[config.mk]
export PLATFORM = sky130hd
export DESIGN_NAME = first_fit_block_allocator_unit
export DESIGN_NICKNAME = d
export VERILOG_FILES = /design/src/rtl/ffba_pkg.sv /design/src/rtl/ffba_sequencer.sv /design/src/rtl/ffba_datapath.sv /design/src/rtl/first_fit_block_allocator_unit.sv
export SDC_FILE = /design/constraint.sdc
export NUM_CORES = 1
export LEC_CHECK = 0
export BUFFER_PORTS_ARGS = -buffer_cell sky130_fd_sc_hd__buf_2
export CORE_AREA = 2 2 112 114
export DETAILED_ROUTE_END_ITERATION = 10
export DIE_AREA = 0 0 114 116
export MAX_ROUTING_LAYER = met4
export PLACE_DENSITY = 0.85
export SYNTH_ARGS = -nofsm -noshare
export SYNTH_HDL_FRONTEND = slang
export SYNTH_SLANG_ARGS = --single-unit
[constraint.sdc]
create_clock -name clk -period 3.09 [get_ports clk]
set_clock_uncertainty 0.05 [all_clocks]
set_input_delay 0.1545 -clock clk [delete_from_list [all_inputs] [get_ports clk]]
set_output_delay 0.1545 -clock clk [all_outputs]
set_load 0.03 [all_outputs]
[src/rtl/ffba_pkg.sv]
// ----------------------------------------------------------------------------
// ffba_pkg
// Shared widths, codes, control word layout and microprogram of the
// first-fit block allocator.
// ----------------------------------------------------------------------------
package ffba_pkg;

  localparam int SLOTS    = 16;
  localparam int IDX_W    = (SLOTS > 1) ? $clog2(SLOTS) : 1;
  localparam int CNT_W    = $clog2(SLOTS + 1);
  localparam int SIZE_W   = 5;
  localparam int HANDLE_W = 4;
  localparam int STATUS_W = 2;
  localparam int START_W  = 4;
  localparam int FREE_W   = 5;
  localparam int CMP_W    = ((CNT_W > SIZE_W) ? CNT_W : SIZE_W) + 1;
  localparam int TAG_W    = (IDX_W > HANDLE_W) ? IDX_W : HANDLE_W;
  localparam int STEP_W   = 3;

  localparam logic OP_ALLOC = 1'b0;
  localparam logic OP_FREE  = 1'b1;

  typedef enum logic [STATUS_W-1:0] {
    ST_DONE      = 2'd0,
    ST_NO_SPACE  = 2'd1,
    ST_SIZE_ZERO = 2'd2
  } status_t;

  typedef enum logic [2:0] {
    C_NEVER      = 3'd0,
    C_ALWAYS     = 3'd1,
    C_ALLOC_ZERO = 3'd2,
    C_OP_FREE    = 3'd3,
    C_HIT        = 3'd4,
    C_MISS_END   = 3'd5,
    C_MARK_LAST  = 3'd6,
    C_LAST       = 3'd7
  } cond_t;

  typedef enum logic [1:0] {
    DP_NOP  = 2'd0,
    DP_SCAN = 2'd1,
    DP_MARK = 2'd2,
    DP_FREE = 2'd3
  } dp_op_t;

  typedef logic [STEP_W-1:0] step_t;

  localparam step_t U_CHK_ZERO = 3'd0;
  localparam step_t U_CHK_OP   = 3'd1;
  localparam step_t U_SCAN     = 3'd2;
  localparam step_t U_MARK     = 3'd3;
  localparam step_t U_FREE     = 3'd4;
  localparam step_t U_DONE     = 3'd5;
  localparam step_t U_NO_SPACE = 3'd6;
  localparam step_t U_REJECT   = 3'd7;

  typedef struct packed {
    cond_t   jmp_cond;
    step_t   jmp_target;
    cond_t   adv_cond;
    dp_op_t  dp_op;
    logic    emit;
    status_t status;
    logic    fin;
  } uword_t;

  typedef struct packed {
    logic alloc_zero;
    logic op_free;
    logic hit;
    logic miss_end;
    logic mark_last;
    logic last;
  } dp_flags_t;

  // Next step: jump on jmp_cond, else advance on adv_cond, else hold.
  function automatic uword_t ucode_rom(input step_t step);
    uword_t w;
    unique case (step)
      U_CHK_ZERO: w = '{C_ALLOC_ZERO, U_REJECT, C_ALWAYS, DP_NOP, 1'b0, ST_DONE, 1'b0};
      U_CHK_OP:   w = '{C_OP_FREE, U_FREE, C_ALWAYS, DP_NOP, 1'b0, ST_DONE, 1'b0};
      U_SCAN:     w = '{C_MISS_END, U_NO_SPACE, C_HIT, DP_SCAN, 1'b0, ST_DONE, 1'b0};
      U_MARK:     w = '{C_MARK_LAST, U_DONE, C_NEVER, DP_MARK, 1'b0, ST_DONE, 1'b0};
      U_FREE:     w = '{C_LAST, U_DONE, C_NEVER, DP_FREE, 1'b0, ST_DONE, 1'b0};
      U_DONE:     w = '{C_NEVER, U_CHK_ZERO, C_NEVER, DP_NOP, 1'b1, ST_DONE, 1'b1};
      U_NO_SPACE: w = '{C_NEVER, U_CHK_ZERO, C_NEVER, DP_NOP, 1'b1, ST_NO_SPACE, 1'b1};
      U_REJECT:   w = '{C_NEVER, U_CHK_ZERO, C_NEVER, DP_NOP, 1'b1, ST_SIZE_ZERO, 1'b1};
    endcase
    return w;
  endfunction

endpackage

[src/rtl/ffba_sequencer.sv]
// ----------------------------------------------------------------------------
// ffba_sequencer
// Step counter, microprogram table and jump logic of the allocator.
// ----------------------------------------------------------------------------
module ffba_sequencer (
  input  logic                clk,
  input  logic                rst_n,
  input  logic                accept,
  input  ffba_pkg::dp_flags_t flags,
  output ffba_pkg::uword_t    ctl,
  output logic                busy
);

  logic             busy_r, busy_nxt;
  ffba_pkg::step_t  step_r, step_nxt;
  ffba_pkg::uword_t word;

  function automatic logic cond_met(input ffba_pkg::cond_t c, input ffba_pkg::dp_flags_t f);
    logic m;
    unique case (c)
      ffba_pkg::C_NEVER:      m = 1'b0;
      ffba_pkg::C_ALWAYS:     m = 1'b1;
      ffba_pkg::C_ALLOC_ZERO: m = f.alloc_zero;
      ffba_pkg::C_OP_FREE:    m = f.op_free;
      ffba_pkg::C_HIT:        m = f.hit;
      ffba_pkg::C_MISS_END:   m = f.miss_end;
      ffba_pkg::C_MARK_LAST:  m = f.mark_last;
      ffba_pkg::C_LAST:       m = f.last;
    endcase
    return m;
  endfunction

  always_comb begin
    word     = ffba_pkg::ucode_rom(step_r);
    ctl      = word;
    busy_nxt = busy_r;
    step_nxt = step_r;
    if (!busy_r) begin
      // idle: drive no datapath operation
      ctl.dp_op = ffba_pkg::DP_NOP;
      ctl.emit  = 1'b0;
      ctl.fin   = 1'b0;
      if (accept) begin
        busy_nxt = 1'b1;
        step_nxt = ffba_pkg::U_CHK_ZERO;
      end
    end else begin
      if (word.fin) begin
        busy_nxt = 1'b0;
      end
      if (cond_met(word.jmp_cond, flags)) begin
        step_nxt = word.jmp_target;
      end else if (cond_met(word.adv_cond, flags)) begin
        step_nxt = step_r + 1'b1;
      end
    end
  end

  always_ff @(posedge clk) begin
    if (!rst_n) begin
      busy_r <= 1'b0;
      step_r <= ffba_pkg::U_CHK_ZERO;
    end else begin
      busy_r <= busy_nxt;
      step_r <= step_nxt;
    end
  end

  assign busy = busy_r;

endmodule

[src/rtl/ffba_datapath.sv]
// ----------------------------------------------------------------------------
// ffba_datapath
// Slot table, scan counters and result registers of the allocator.
// ----------------------------------------------------------------------------
module ffba_datapath (
  input  logic                              clk,
  input  logic                              rst_n,
  input  logic                              accept,
  input  logic                              in_operation,
  input  logic [ffba_pkg::SIZE_W-1:0]       in_size,
  input  logic [ffba_pkg::HANDLE_W-1:0]     in_handle,
  input  ffba_pkg::uword_t                  ctl,
  output ffba_pkg::dp_flags_t               flags,
  output logic                              out_valid,
  output logic [ffba_pkg::STATUS_W-1:0]     out_status,
  output logic [ffba_pkg::START_W-1:0]      out_start_slot,
  output logic [ffba_pkg::FREE_W-1:0]       out_free_count
);

  logic [ffba_pkg::SLOTS-1:0]       used_r;
  logic [ffba_pkg::IDX_W-1:0]       owner_r [ffba_pkg::SLOTS];
  logic [ffba_pkg::CNT_W-1:0]       free_cnt_r;
  logic                             op_r;
  logic [ffba_pkg::SIZE_W-1:0]      size_r;
  logic [ffba_pkg::HANDLE_W-1:0]    handle_r;
  logic [ffba_pkg::IDX_W-1:0]       idx_r;
  logic [ffba_pkg::CNT_W-1:0]       run_r;
  logic [ffba_pkg::IDX_W-1:0]       start_r;
  logic                             out_valid_r;
  logic [ffba_pkg::STATUS_W-1:0]    out_status_r;
  logic [ffba_pkg::START_W-1:0]     out_start_r;
  logic [ffba_pkg::FREE_W-1:0]      out_free_r;

  logic                             used_cur;
  logic [ffba_pkg::CMP_W-1:0]       run_inc;
  logic [ffba_pkg::CMP_W-1:0]       size_ext;
  logic [ffba_pkg::IDX_W-1:0]       start_calc;
  logic                             tag_match;
  logic                             hit;
  logic                             last;

  always_comb begin
    used_cur   = used_r[idx_r];
    run_inc    = ffba_pkg::CMP_W'(run_r) + ffba_pkg::CMP_W'(1);
    size_ext   = ffba_pkg::CMP_W'(size_r);
    hit        = !used_cur && (run_inc == size_ext);
    last       = (idx_r == ffba_pkg::IDX_W'(ffba_pkg::SLOTS - 1));
    start_calc = ffba_pkg::IDX_W'(ffba_pkg::CMP_W'(idx_r) + ffba_pkg::CMP_W'(1) - size_ext);
    tag_match  = (ffba_pkg::TAG_W'(owner_r[idx_r]) == ffba_pkg::TAG_W'(handle_r));

    flags.alloc_zero = (op_r == ffba_pkg::OP_ALLOC) && (size_r == '0);
    flags.op_free    = (op_r == ffba_pkg::OP_FREE);
    flags.hit        = hit;
    flags.miss_end   = !hit && last;
    flags.mark_last  = (run_r == ffba_pkg::CNT_W'(1));
    flags.last       = last;
  end

  // occupancy and strobe
  always_ff @(posedge clk) begin
    if (!rst_n) begin
      used_r      <= '0;
      free_cnt_r  <= ffba_pkg::CNT_W'(ffba_pkg::SLOTS);
      out_valid_r <= 1'b0;
    end else begin
      out_valid_r <= ctl.emit;
      case (ctl.dp_op)
        ffba_pkg::DP_MARK: begin
          used_r[idx_r] <= 1'b1;
          free_cnt_r    <= free_cnt_r - 1'b1;
        end
        ffba_pkg::DP_FREE: begin
          if (used_cur && tag_match) begin
            used_r[idx_r] <= 1'b0;
            free_cnt_r    <= free_cnt_r + 1'b1;
          end
        end
        default: ;
      endcase
    end
  end

  // request, scan state, tags and result payload
  always_ff @(posedge clk) begin
    if (accept) begin
      op_r     <= in_operation;
      size_r   <= in_size;
      handle_r <= in_handle;
      idx_r    <= '0;
      run_r    <= '0;
      start_r  <= '0;
    end
    case (ctl.dp_op)
      ffba_pkg::DP_SCAN: begin
        if (hit) begin
          // rewind to the run start and count its length down while tagging
          start_r <= start_calc;
          idx_r   <= start_calc;
          run_r   <= ffba_pkg::CNT_W'(size_r);
        end else begin
          run_r <= used_cur ? '0 : ffba_pkg::CNT_W'(run_inc);
          idx_r <= idx_r + 1'b1;
        end
      end
      ffba_pkg::DP_MARK: begin
        owner_r[idx_r] <= start_r;
        idx_r          <= idx_r + 1'b1;
        run_r          <= run_r - 1'b1;
      end
      ffba_pkg::DP_FREE: begin
        idx_r <= idx_r + 1'b1;
      end
      default: ;
    endcase
    if (ctl.emit) begin
      out_status_r <= ctl.status;
      out_start_r  <= ffba_pkg::START_W'(start_r);
      out_free_r   <= ffba_pkg::FREE_W'(free_cnt_r);
    end
  end

  assign out_valid      = out_valid_r;
  assign out_status     = out_status_r;
  assign out_start_slot = out_start_r;
  assign out_free_count = out_free_r;

endmodule

[src/rtl/first_fit_block_allocator_unit.sv]
// ----------------------------------------------------------------------------
// first_fit_block_allocator_unit
// First-fit contiguous slot allocator with a microcoded control sequencer.
// ----------------------------------------------------------------------------
// A request is taken when start is high and busy is low; one result follows
// on out_valid for a single cycle and cannot be held off, so capture it then.
// Each request walks a microprogram; its scan, mark and free steps visit one
// slot per cycle. An allocate scans to the end of the first free run of its
// size, then rewinds to the run start and marks the run; one that finds no
// run scans every slot. A free visits every slot, and an allocate of size
// zero is rejected before any scan. busy falls with the strobe, and the next
// request may be taken in that same cycle.
// ----------------------------------------------------------------------------
module first_fit_block_allocator_unit (
  input  logic                              clk,
  input  logic                              rst_n,
  input  logic                              start,
  output logic                              busy,
  input  logic                              in_operation,
  input  logic [ffba_pkg::SIZE_W-1:0]       in_size,
  input  logic [ffba_pkg::HANDLE_W-1:0]     in_handle,
  output logic                              out_valid,
  output logic [ffba_pkg::STATUS_W-1:0]     out_status,
  output logic [ffba_pkg::START_W-1:0]      out_start_slot,
  output logic [ffba_pkg::FREE_W-1:0]       out_free_count
);

  logic                accept;
  ffba_pkg::uword_t    ctl;
  ffba_pkg::dp_flags_t flags;

  assign accept = start && !busy;

  ffba_sequencer u_seq (
    .clk    (clk),
    .rst_n  (rst_n),
    .accept (accept),
    .flags  (flags),
    .ctl    (ctl),
    .busy   (busy)
  );

  ffba_datapath u_dp (
    .clk            (clk),
    .rst_n          (rst_n),
    .accept         (accept),
    .in_operation   (in_operation),
    .in_size        (in_size),
    .in_handle      (in_handle),
    .ctl            (ctl),
    .flags          (flags),
    .out_valid      (out_valid),
    .out_status     (out_status),
    .out_start_slot (out_start_slot),
    .out_free_count (out_free_count)
  );

  // result strobe and end of sequence coincide
  a_strobe_idle: assert property (@(posedge clk) disable iff (!rst_n)
    out_valid |-> !busy)
    else $error("result strobe while sequence still running");

  a_accept_busy: assert property (@(posedge clk) disable iff (!rst_n)
    accept |=> busy)
    else $error("transfer did not start a sequence");

  a_free_range: assert property (@(posedge clk) disable iff (!rst_n)
    out_valid |-> (out_free_count <= ffba_pkg::FREE_W'(ffba_pkg::SLOTS)))
    else $error("free count beyond table size");

  a_fail_start: assert property (@(posedge clk) disable iff (!rst_n)
    (out_valid && (out_status != ffba_pkg::ST_DONE)) |-> (out_start_slot == '0))
    else $error("nonzero start slot on failed allocate");

endmodule

==> impl_metrics.env, run 1 <==
export IMPL_finalPower_w=0.00487
export IMPL_min_period_ns=3.14
export IMPL_synthDistinctLibCells=62
export IMPL_crit_chain="mux4_2 -> nand3b_1 -> and4_4 -> a31oi_4 -> and3b_4 -> mux2_4 -> a211oi_4 -> inv_2 -> ha_4 -> a22o_1"
export IMPL_finalNetCount=605
export IMPL_synthesis_nets=535
export IMPL_power_internal_w=0.00360
export IMPL_setup_viol=5
export IMPL_core_region_area_mm2=0.0119
export IMPL_maxCapViolations=0
export IMPL_cts_buffers=17
export IMPL_slowest_delay_ns=0.56
export IMPL_cts_sinks=141
export IMPL_start_util_pct=54.1
export IMPL_place_area_mm2=0.00687
export IMPL_drt_wl_total_um=14400
export IMPL_portBuffers=25
export IMPL_synth_avg_cell_area_um2=13.0
export IMPL_cp_required_ns=3.34
export IMPL_rows=40
export IMPL_grt_pass1_vias=4401
export IMPL_drtPass1Iterations=7
export IMPL_hold_viol_final=0
export IMPL_gp_congestion=0.904
export IMPL_grt_util_all_layers_pct=23.6
export IMPL_grt_pass1_wl_um=22700
export IMPL_status="finished, violations left"
export IMPL_clk_path_buf_depth=2
export IMPL_syn_inst=497
export IMPL_final_max_slew_viol_count=0
export IMPL_p_seq_share_pct=44.5
export IMPL_crit_family="multiplexers"
export IMPL_drt_met1_wl_um=5510
export IMPL_final_cell_area_mm2=0.00771
export IMPL_layout_commonest_cell="edfxtp_1"
export IMPL_leakage_nw=2.98
export IMPL_antenna_found_initial=0
export IMPL_setup_ws_ns=-0.0549
export IMPL_grt_overflow=0
export IMPL_ios=26
export IMPL_drive_above_1_share_pct=25.2
export IMPL_cp_end_kind="flop"
export IMPL_yosys_warnings=0
export IMPL_worst_slew_pin_slew_ns=0.835
export IMPL_fillerInstances=840
export IMPL_crit_type="reg2reg"
export IMPL_antenna_left=0
export IMPL_wl_met2_um=7420
export IMPL_synth_edf_count=94
export IMPL_clock_latency_ns=0.42
export IMPL_finalCritPeriodShare_pct=102
export IMPL_min_path_type="in2reg"
export IMPL_vias=4400
export IMPL_slowest_stage="mux4_2"
export IMPL_violations="setup timing"
export IMPL_die_area_mm2=0.0132
export IMPL_drtIter0Drc=413
export IMPL_pwr_share_clk_pct=39.5
export IMPL_power_density_mw_per_mm2=632
export IMPL_syn2layout_area_growth_pct=19.6
export IMPL_htree_levels=4
export IMPL_swShare_pct=26.1
export IMPL_final_cell_mix="edfxtp_1, nor2_1, dfxtp_1, buf_4, nand2_1"
export IMPL_synth_async_reset_ratio_pct=0
export IMPL_antenna_cells=0
export IMPL_p_sw_w=0.00127
export IMPL_cp_max_fo=5
export IMPL_routed_via_density=6.05
export IMPL_path_buf_inv=1
export IMPL_comb_power_share_pct=16.1
export IMPL_netlist_area_mm2=0.00645
export IMPL_multiInputGateArea_mm2=0.00258
export IMPL_cts_root_buf="clkbuf_16"
export IMPL_die_w_um=114
export IMPL_ys_seq_area_share_pct=58.4
export IMPL_drc=0
export IMPL_arrival_ns=3.40
export IMPL_top_layer="met4"
export IMPL_cts_tree="built"
export IMPL_clock_fmax_mhz=318
export IMPL_ff_latch_area_mm2=0.00376
export IMPL_fin_hold_ws_ns=0.0385
export IMPL_grt_max_degree=22
export IMPL_path_clk_slew_ns=0.06
export IMPL_wl_per_cell_um=19.8
export IMPL_synth_flop_cell="edfxtp_1"
export IMPL_rsz0062_at_grt="true"
export IMPL_fp_dieH_um=116
export IMPL_slew_headroom_pct=44.1
export IMPL_wl_met3_um=995
export IMPL_crit_path_start_kind="flop"
export IMPL_synth_seq_cells=141
export IMPL_hpwl_um=9790
export IMPL_ir_worst_vdd_uv=438
## Yosys cell counts (all sizes together), types with 2 or more instances
cell type,instances,area (um^2)
inv,20,75.1
a211oi,8,90.1
a32o,2,20.0
mux2i,9,90.1
a22o,5,45.0
nand2,34,128
and3,4,25.0
a31oi,7,43.8
nand2b,5,31.3
a22oi,3,22.5
nor2b,5,31.3
o22ai,7,43.8
fa,2,40.0
dfxtp,47,941
nor3b,3,27.5
edfxtp,94,2820
nor3,5,25.0
a41o,2,20.0
clkbuf,9,33.8
a21o,5,37.5
nand4b,2,17.5
nand4,3,31.3
buf,12,90.1
xnor2,11,96.3
ha,23,288
o21ai,24,128
nand3,11,55.1
mux4,23,533
or4,2,15.0
nor2,52,195
a21oi,24,120
xor2,7,61.3
nand3b,4,30.0
and2,6,38.8
## worst reg2reg max path, stage by stage, from the launching register on
cell	delay (ns)
edfxtp_1	0.50
mux4_2	0.56
nand3b_1	0.12
and4_4	0.29
a31oi_4	0.09
and3b_4	0.33
mux2_4	0.33
a211oi_4	0.27
inv_2	0.10
ha_4	0.18
a22o_1	0.22
## cell families after synthesis
kind of cell | Yosys count | synth area share (%)
AO/OA/AOI/OAI | 97 | 10.2
XOR/XNOR | 18 | 2.45
adder cells (fa/ha/maj) | 25 | 5.09
buffers and inverters | 41 | 3.09
flip-flops | 141 | 58.4
multiplexers | 33 | 9.90
AND/OR/NAND/NOR | 142 | 10.9
## repair_timing
| action | 4_1_cts | 5_1_grt |
|---|---|---|
| endpoints found under the hold margin | 10 | 0 |
| gates resized for setup | 11 | 17 |
| pin swaps | 5 | 5 |
| hold buffers | 10 | 0 |
| buffers inserted | 5 | 3 |
| endpoints found under the setup margin | 8 | 9 |
## worst paths after layout
check                                start                      endpoint  slack, ns  depth (start not counted)
setup / recovery   u_dp.idx_r[0]$_DFFE_PN_        u_seq.word[14]$_DFF_P_      -0.05                         10
hold / removal                       start         u_seq.busy$_SDFF_PN0_       0.04                          3
setup reg to reg   u_dp.idx_r[0]$_DFFE_PN_        u_seq.word[14]$_DFF_P_      -0.05                         10
hold reg to reg   u_seq.word[2]$_SDFF_PN0_  u_dp.out_status[1]$_DFFE_PP_       0.36                          0
## stage by stage
step / TNS [ns] / cells / util [%] / setup WS (ns)
after global routing: -1.02 / 727 / 64.7 / -0.175
after detailed placement: -0.468 / 677 / 57.7 / -0.115
after CTS: -0.372 / 724 / 63.9 / -0.0845
final: -0.162 / 727 / 64.7 / -0.0549
after floorplan: 0 / 497 / - / 0.0240
after global placement: 0 / 677 / 57.7 / 0.0328
## area by class of cell
cell class | count | area share [%]
multi-input cells | 315 | 33.5
clock buffers | 19 | 5.88
repair buffers | 72 | 6.95
well taps | 147 | 2.39
flip-flops and latches | 141 | 48.8
inverters | 20 | 0.974
clock inverters | 13 | 1.48
## power groups by stage
stage	combinational (W)	clock, W	sequential, W
final	0.000784	0.00192	0.00216
after floorplan	0.000486	0	0.00218
after global routing	0.000845	0.00201	0.00217
after global placement	0.000646	0	0.00220
after detailed placement	0.000668	0	0.00220
after CTS	0.000715	0.00193	0.00216
## metal layers
metal / track usage (%) / vias to the layer above
met5: - / -
met4: 8.94 / 0
met3: 6.22 / 49
met2: 41.2 / 212
met1: 26.1 / 2144
li1: - / 1995
Note: power is estimated with default switching activity, not from simulation.
==> inputs of run 2 (changes only) <==
--- a/config.mk
+++ b/config.mk
@@ -9,6 +9,7 @@
 export CORE_AREA = 2 2 112 114
 export DETAILED_ROUTE_END_ITERATION = 10
 export DIE_AREA = 0 0 114 116
+export HOLD_SLACK_MARGIN = 0.02
 export MAX_ROUTING_LAYER = met4
 export PLACE_DENSITY = 0.85
 export SYNTH_ARGS = -nofsm -noshare
==> constraint.sdc (replaced) <==
create_clock -name clk -period 2.6 [get_ports clk]
set_clock_uncertainty 0.05 [all_clocks]
set_input_delay 0.13 -clock clk [delete_from_list [all_inputs] [get_ports clk]]
set_output_delay 0.13 -clock clk [all_outputs]
set_load 0.02 [all_outputs]
==> run 2 against run 1 <==
Net effect: the run still ends with setup timing left; final area up 8.0%; utilization is 5.2 points higher; sequential cell count stayed put; sequential share of layout area shrank 3.6 points; critical path depth grew 2; highest routed layer unchanged.
==> impl_metrics.env, run 2 (synthesized netlist as in run 1, its figures left out) <==
export IMPL_grt_pass1_wl_um=24600
export IMPL_ios=26
export IMPL_die_w_um=114
export IMPL_drive_above_1_share_pct=36.1
export IMPL_ir_worst_vdd_uv=580
export IMPL_grt_util_all_layers_pct=26.0
export IMPL_rsz0062_at_grt="true"
export IMPL_wl_per_cell_um=21.2
export IMPL_violations="setup timing"
export IMPL_final_cell_area_mm2=0.00833
export IMPL_drtPass1Iterations=5
export IMPL_worstHoldStart="rst_n"
export IMPL_status="finished, violations left"
export IMPL_antenna_cells=0
export IMPL_maxCapViolations=0
export IMPL_core_region_area_mm2=0.0119
export IMPL_place_area_mm2=0.00714
export IMPL_r2r_start="u_dp.idx_r[0]$_DFFE_PN_"
export IMPL_cts_root_buf="clkbuf_16"
export IMPL_fin_util_pct=69.9
export IMPL_finalCritPeriodShare_pct=121
export IMPL_layout_commonest_cell="edfxtp_1"
export IMPL_drt_wl_total_um=16500
export IMPL_die_area_mm2=0.0132
export IMPL_antenna_found_initial=0
export IMPL_slew_headroom_pct=53.1
export IMPL_crit_type="reg2reg"
export IMPL_syn2layout_area_growth_pct=29.2
export IMPL_cts_tree="built"
export IMPL_min_period_ns=3.14
export IMPL_leakage_nw=3.23
export IMPL_setup_viol=36
export IMPL_cts_sinks=141
export IMPL_arrival_ns=3.42
export IMPL_grt_overflow=0
export IMPL_gp_congestion=0.955
export IMPL_drtIter0Drc=417
export IMPL_routed_via_density=6.08
export IMPL_grt_pass1_vias=4826
export IMPL_hold_viol_final=0
export IMPL_cp_end_kind="flop"
export IMPL_cts_buffers=17
export IMPL_clk_path_buf_depth=2
export IMPL_cp_required_ns=2.89
export IMPL_setup_ws_ns=-0.535
export IMPL_hpwl_um=10200
export IMPL_path_clk_slew_ns=0.06
export IMPL_htree_levels=4
export IMPL_fp_dieH_um=116
export IMPL_power_density_mw_per_mm2=730
export IMPL_final_max_slew_viol_count=0
export IMPL_fin_tns_setup_ns=-10.71
export IMPL_finalNetCount=654
export IMPL_vias=4718
export IMPL_start_util_pct=54.1
export IMPL_rows=40
export IMPL_final_cell_mix="edfxtp_1, buf_4, nor2_1, dfxtp_1, nand2_1"
export IMPL_drc=0
export IMPL_clock_fmax_mhz=319
export IMPL_antenna_left=0
export IMPL_startpoint="u_dp.idx_r[0]$_DFFE_PN_"
export IMPL_grt_max_degree=22
export IMPL_cp_max_fo=4
export IMPL_crit_path_start_kind="flop"
export IMPL_clock_latency_ns=0.43
export IMPL_min_path_type="in2reg"
export IMPL_worst_slew_pin_slew_ns=0.703
export IMPL_portBuffers=25
-- run 2: cell types whose count changed in the layout (fill, tap and decap cells not counted), sizes merged --
cell / previous run / this run
buf: 62 / 109
inv: 22 / 28
dlygate4sd3: 10 / 12
clkbuf: 19 / 17
clkinv: 7 / 3
-- run 2: report_power, final --
group | internal [W] | leakage [nW] | switching, W
registers | 0.00248 | 1.38 | 0.0000802
logic | 0.000550 | 1.58 | 0.000599
clock network | 0.00135 | 0.274 | 0.00102
total | 0.00438 | 3.23 | 0.00170
-- run 2: cell type report --
class / count / area, um^2
clock buffers: 17 / 425
clock inverters: 15 / 151
fillers: 746 / 3580
inverters: 20 / 75.1
multi-input cells: 315 / 2770
flip-flops and latches: 141 / 3760
well taps: 147 / 184
repair buffers: 121 / 956
-- run 2: worst paths after layout --
check,to,slack (ns),cells past startpoint
max,u_seq.word[3]$_SDFF_PN0_,-0.54,12
min,u_dp.free_cnt_r[3]$_SDFFE_PN0P_,0.13,3
max reg2reg,u_seq.word[3]$_SDFF_PN0_,-0.54,12
min reg2reg,u_dp.out_status[1]$_DFFE_PP_,0.36,0
-- run 2: per-layer routing --
metal  part of all wire (%)  up-vias  track usage, %
li1                       -     2104               -
met1                     36     2323            27.8
met2                     53      223            45.2
met3                    5.9       68            6.33
met4                    4.3        0            13.1
met5                      0        -               -
-- run 2: metrics by stage --
step	setup slack [ns]	cells	hold slack (ns)	power, W
after CTS	-0.472	762	0.101	0.00595
after global placement	-0.449	713	0.260	0.00346
after floorplan	-0.390	497	0.179	0.00317
after global routing	-0.602	776	0.146	0.00625
after detailed placement	-0.544	713	0.258	0.00351
final	-0.535	776	0.130	0.00608
-- run 2: critical path, cell delays in order, from the launching register on --
cell and delay, ns:
edfxtp_1 0.35, buf_4 0.14, mux4_2 0.53, nand2b_1 0.10
and4_4 0.27, a31oi_1 0.10, and3b_4 0.35, mux2_4 0.33
a211oi_4 0.27, inv_2 0.10, buf_4 0.15, ha_2 0.17
nor3_2 0.14
-- run 2: timing repair --
action,CTS,global route
setup buffers,5,14
pin swaps,24,19
hold buffers,12,0
hold endpoints to repair,12,0
endpoints found under the setup margin,37,46
gates resized for setup,44,32
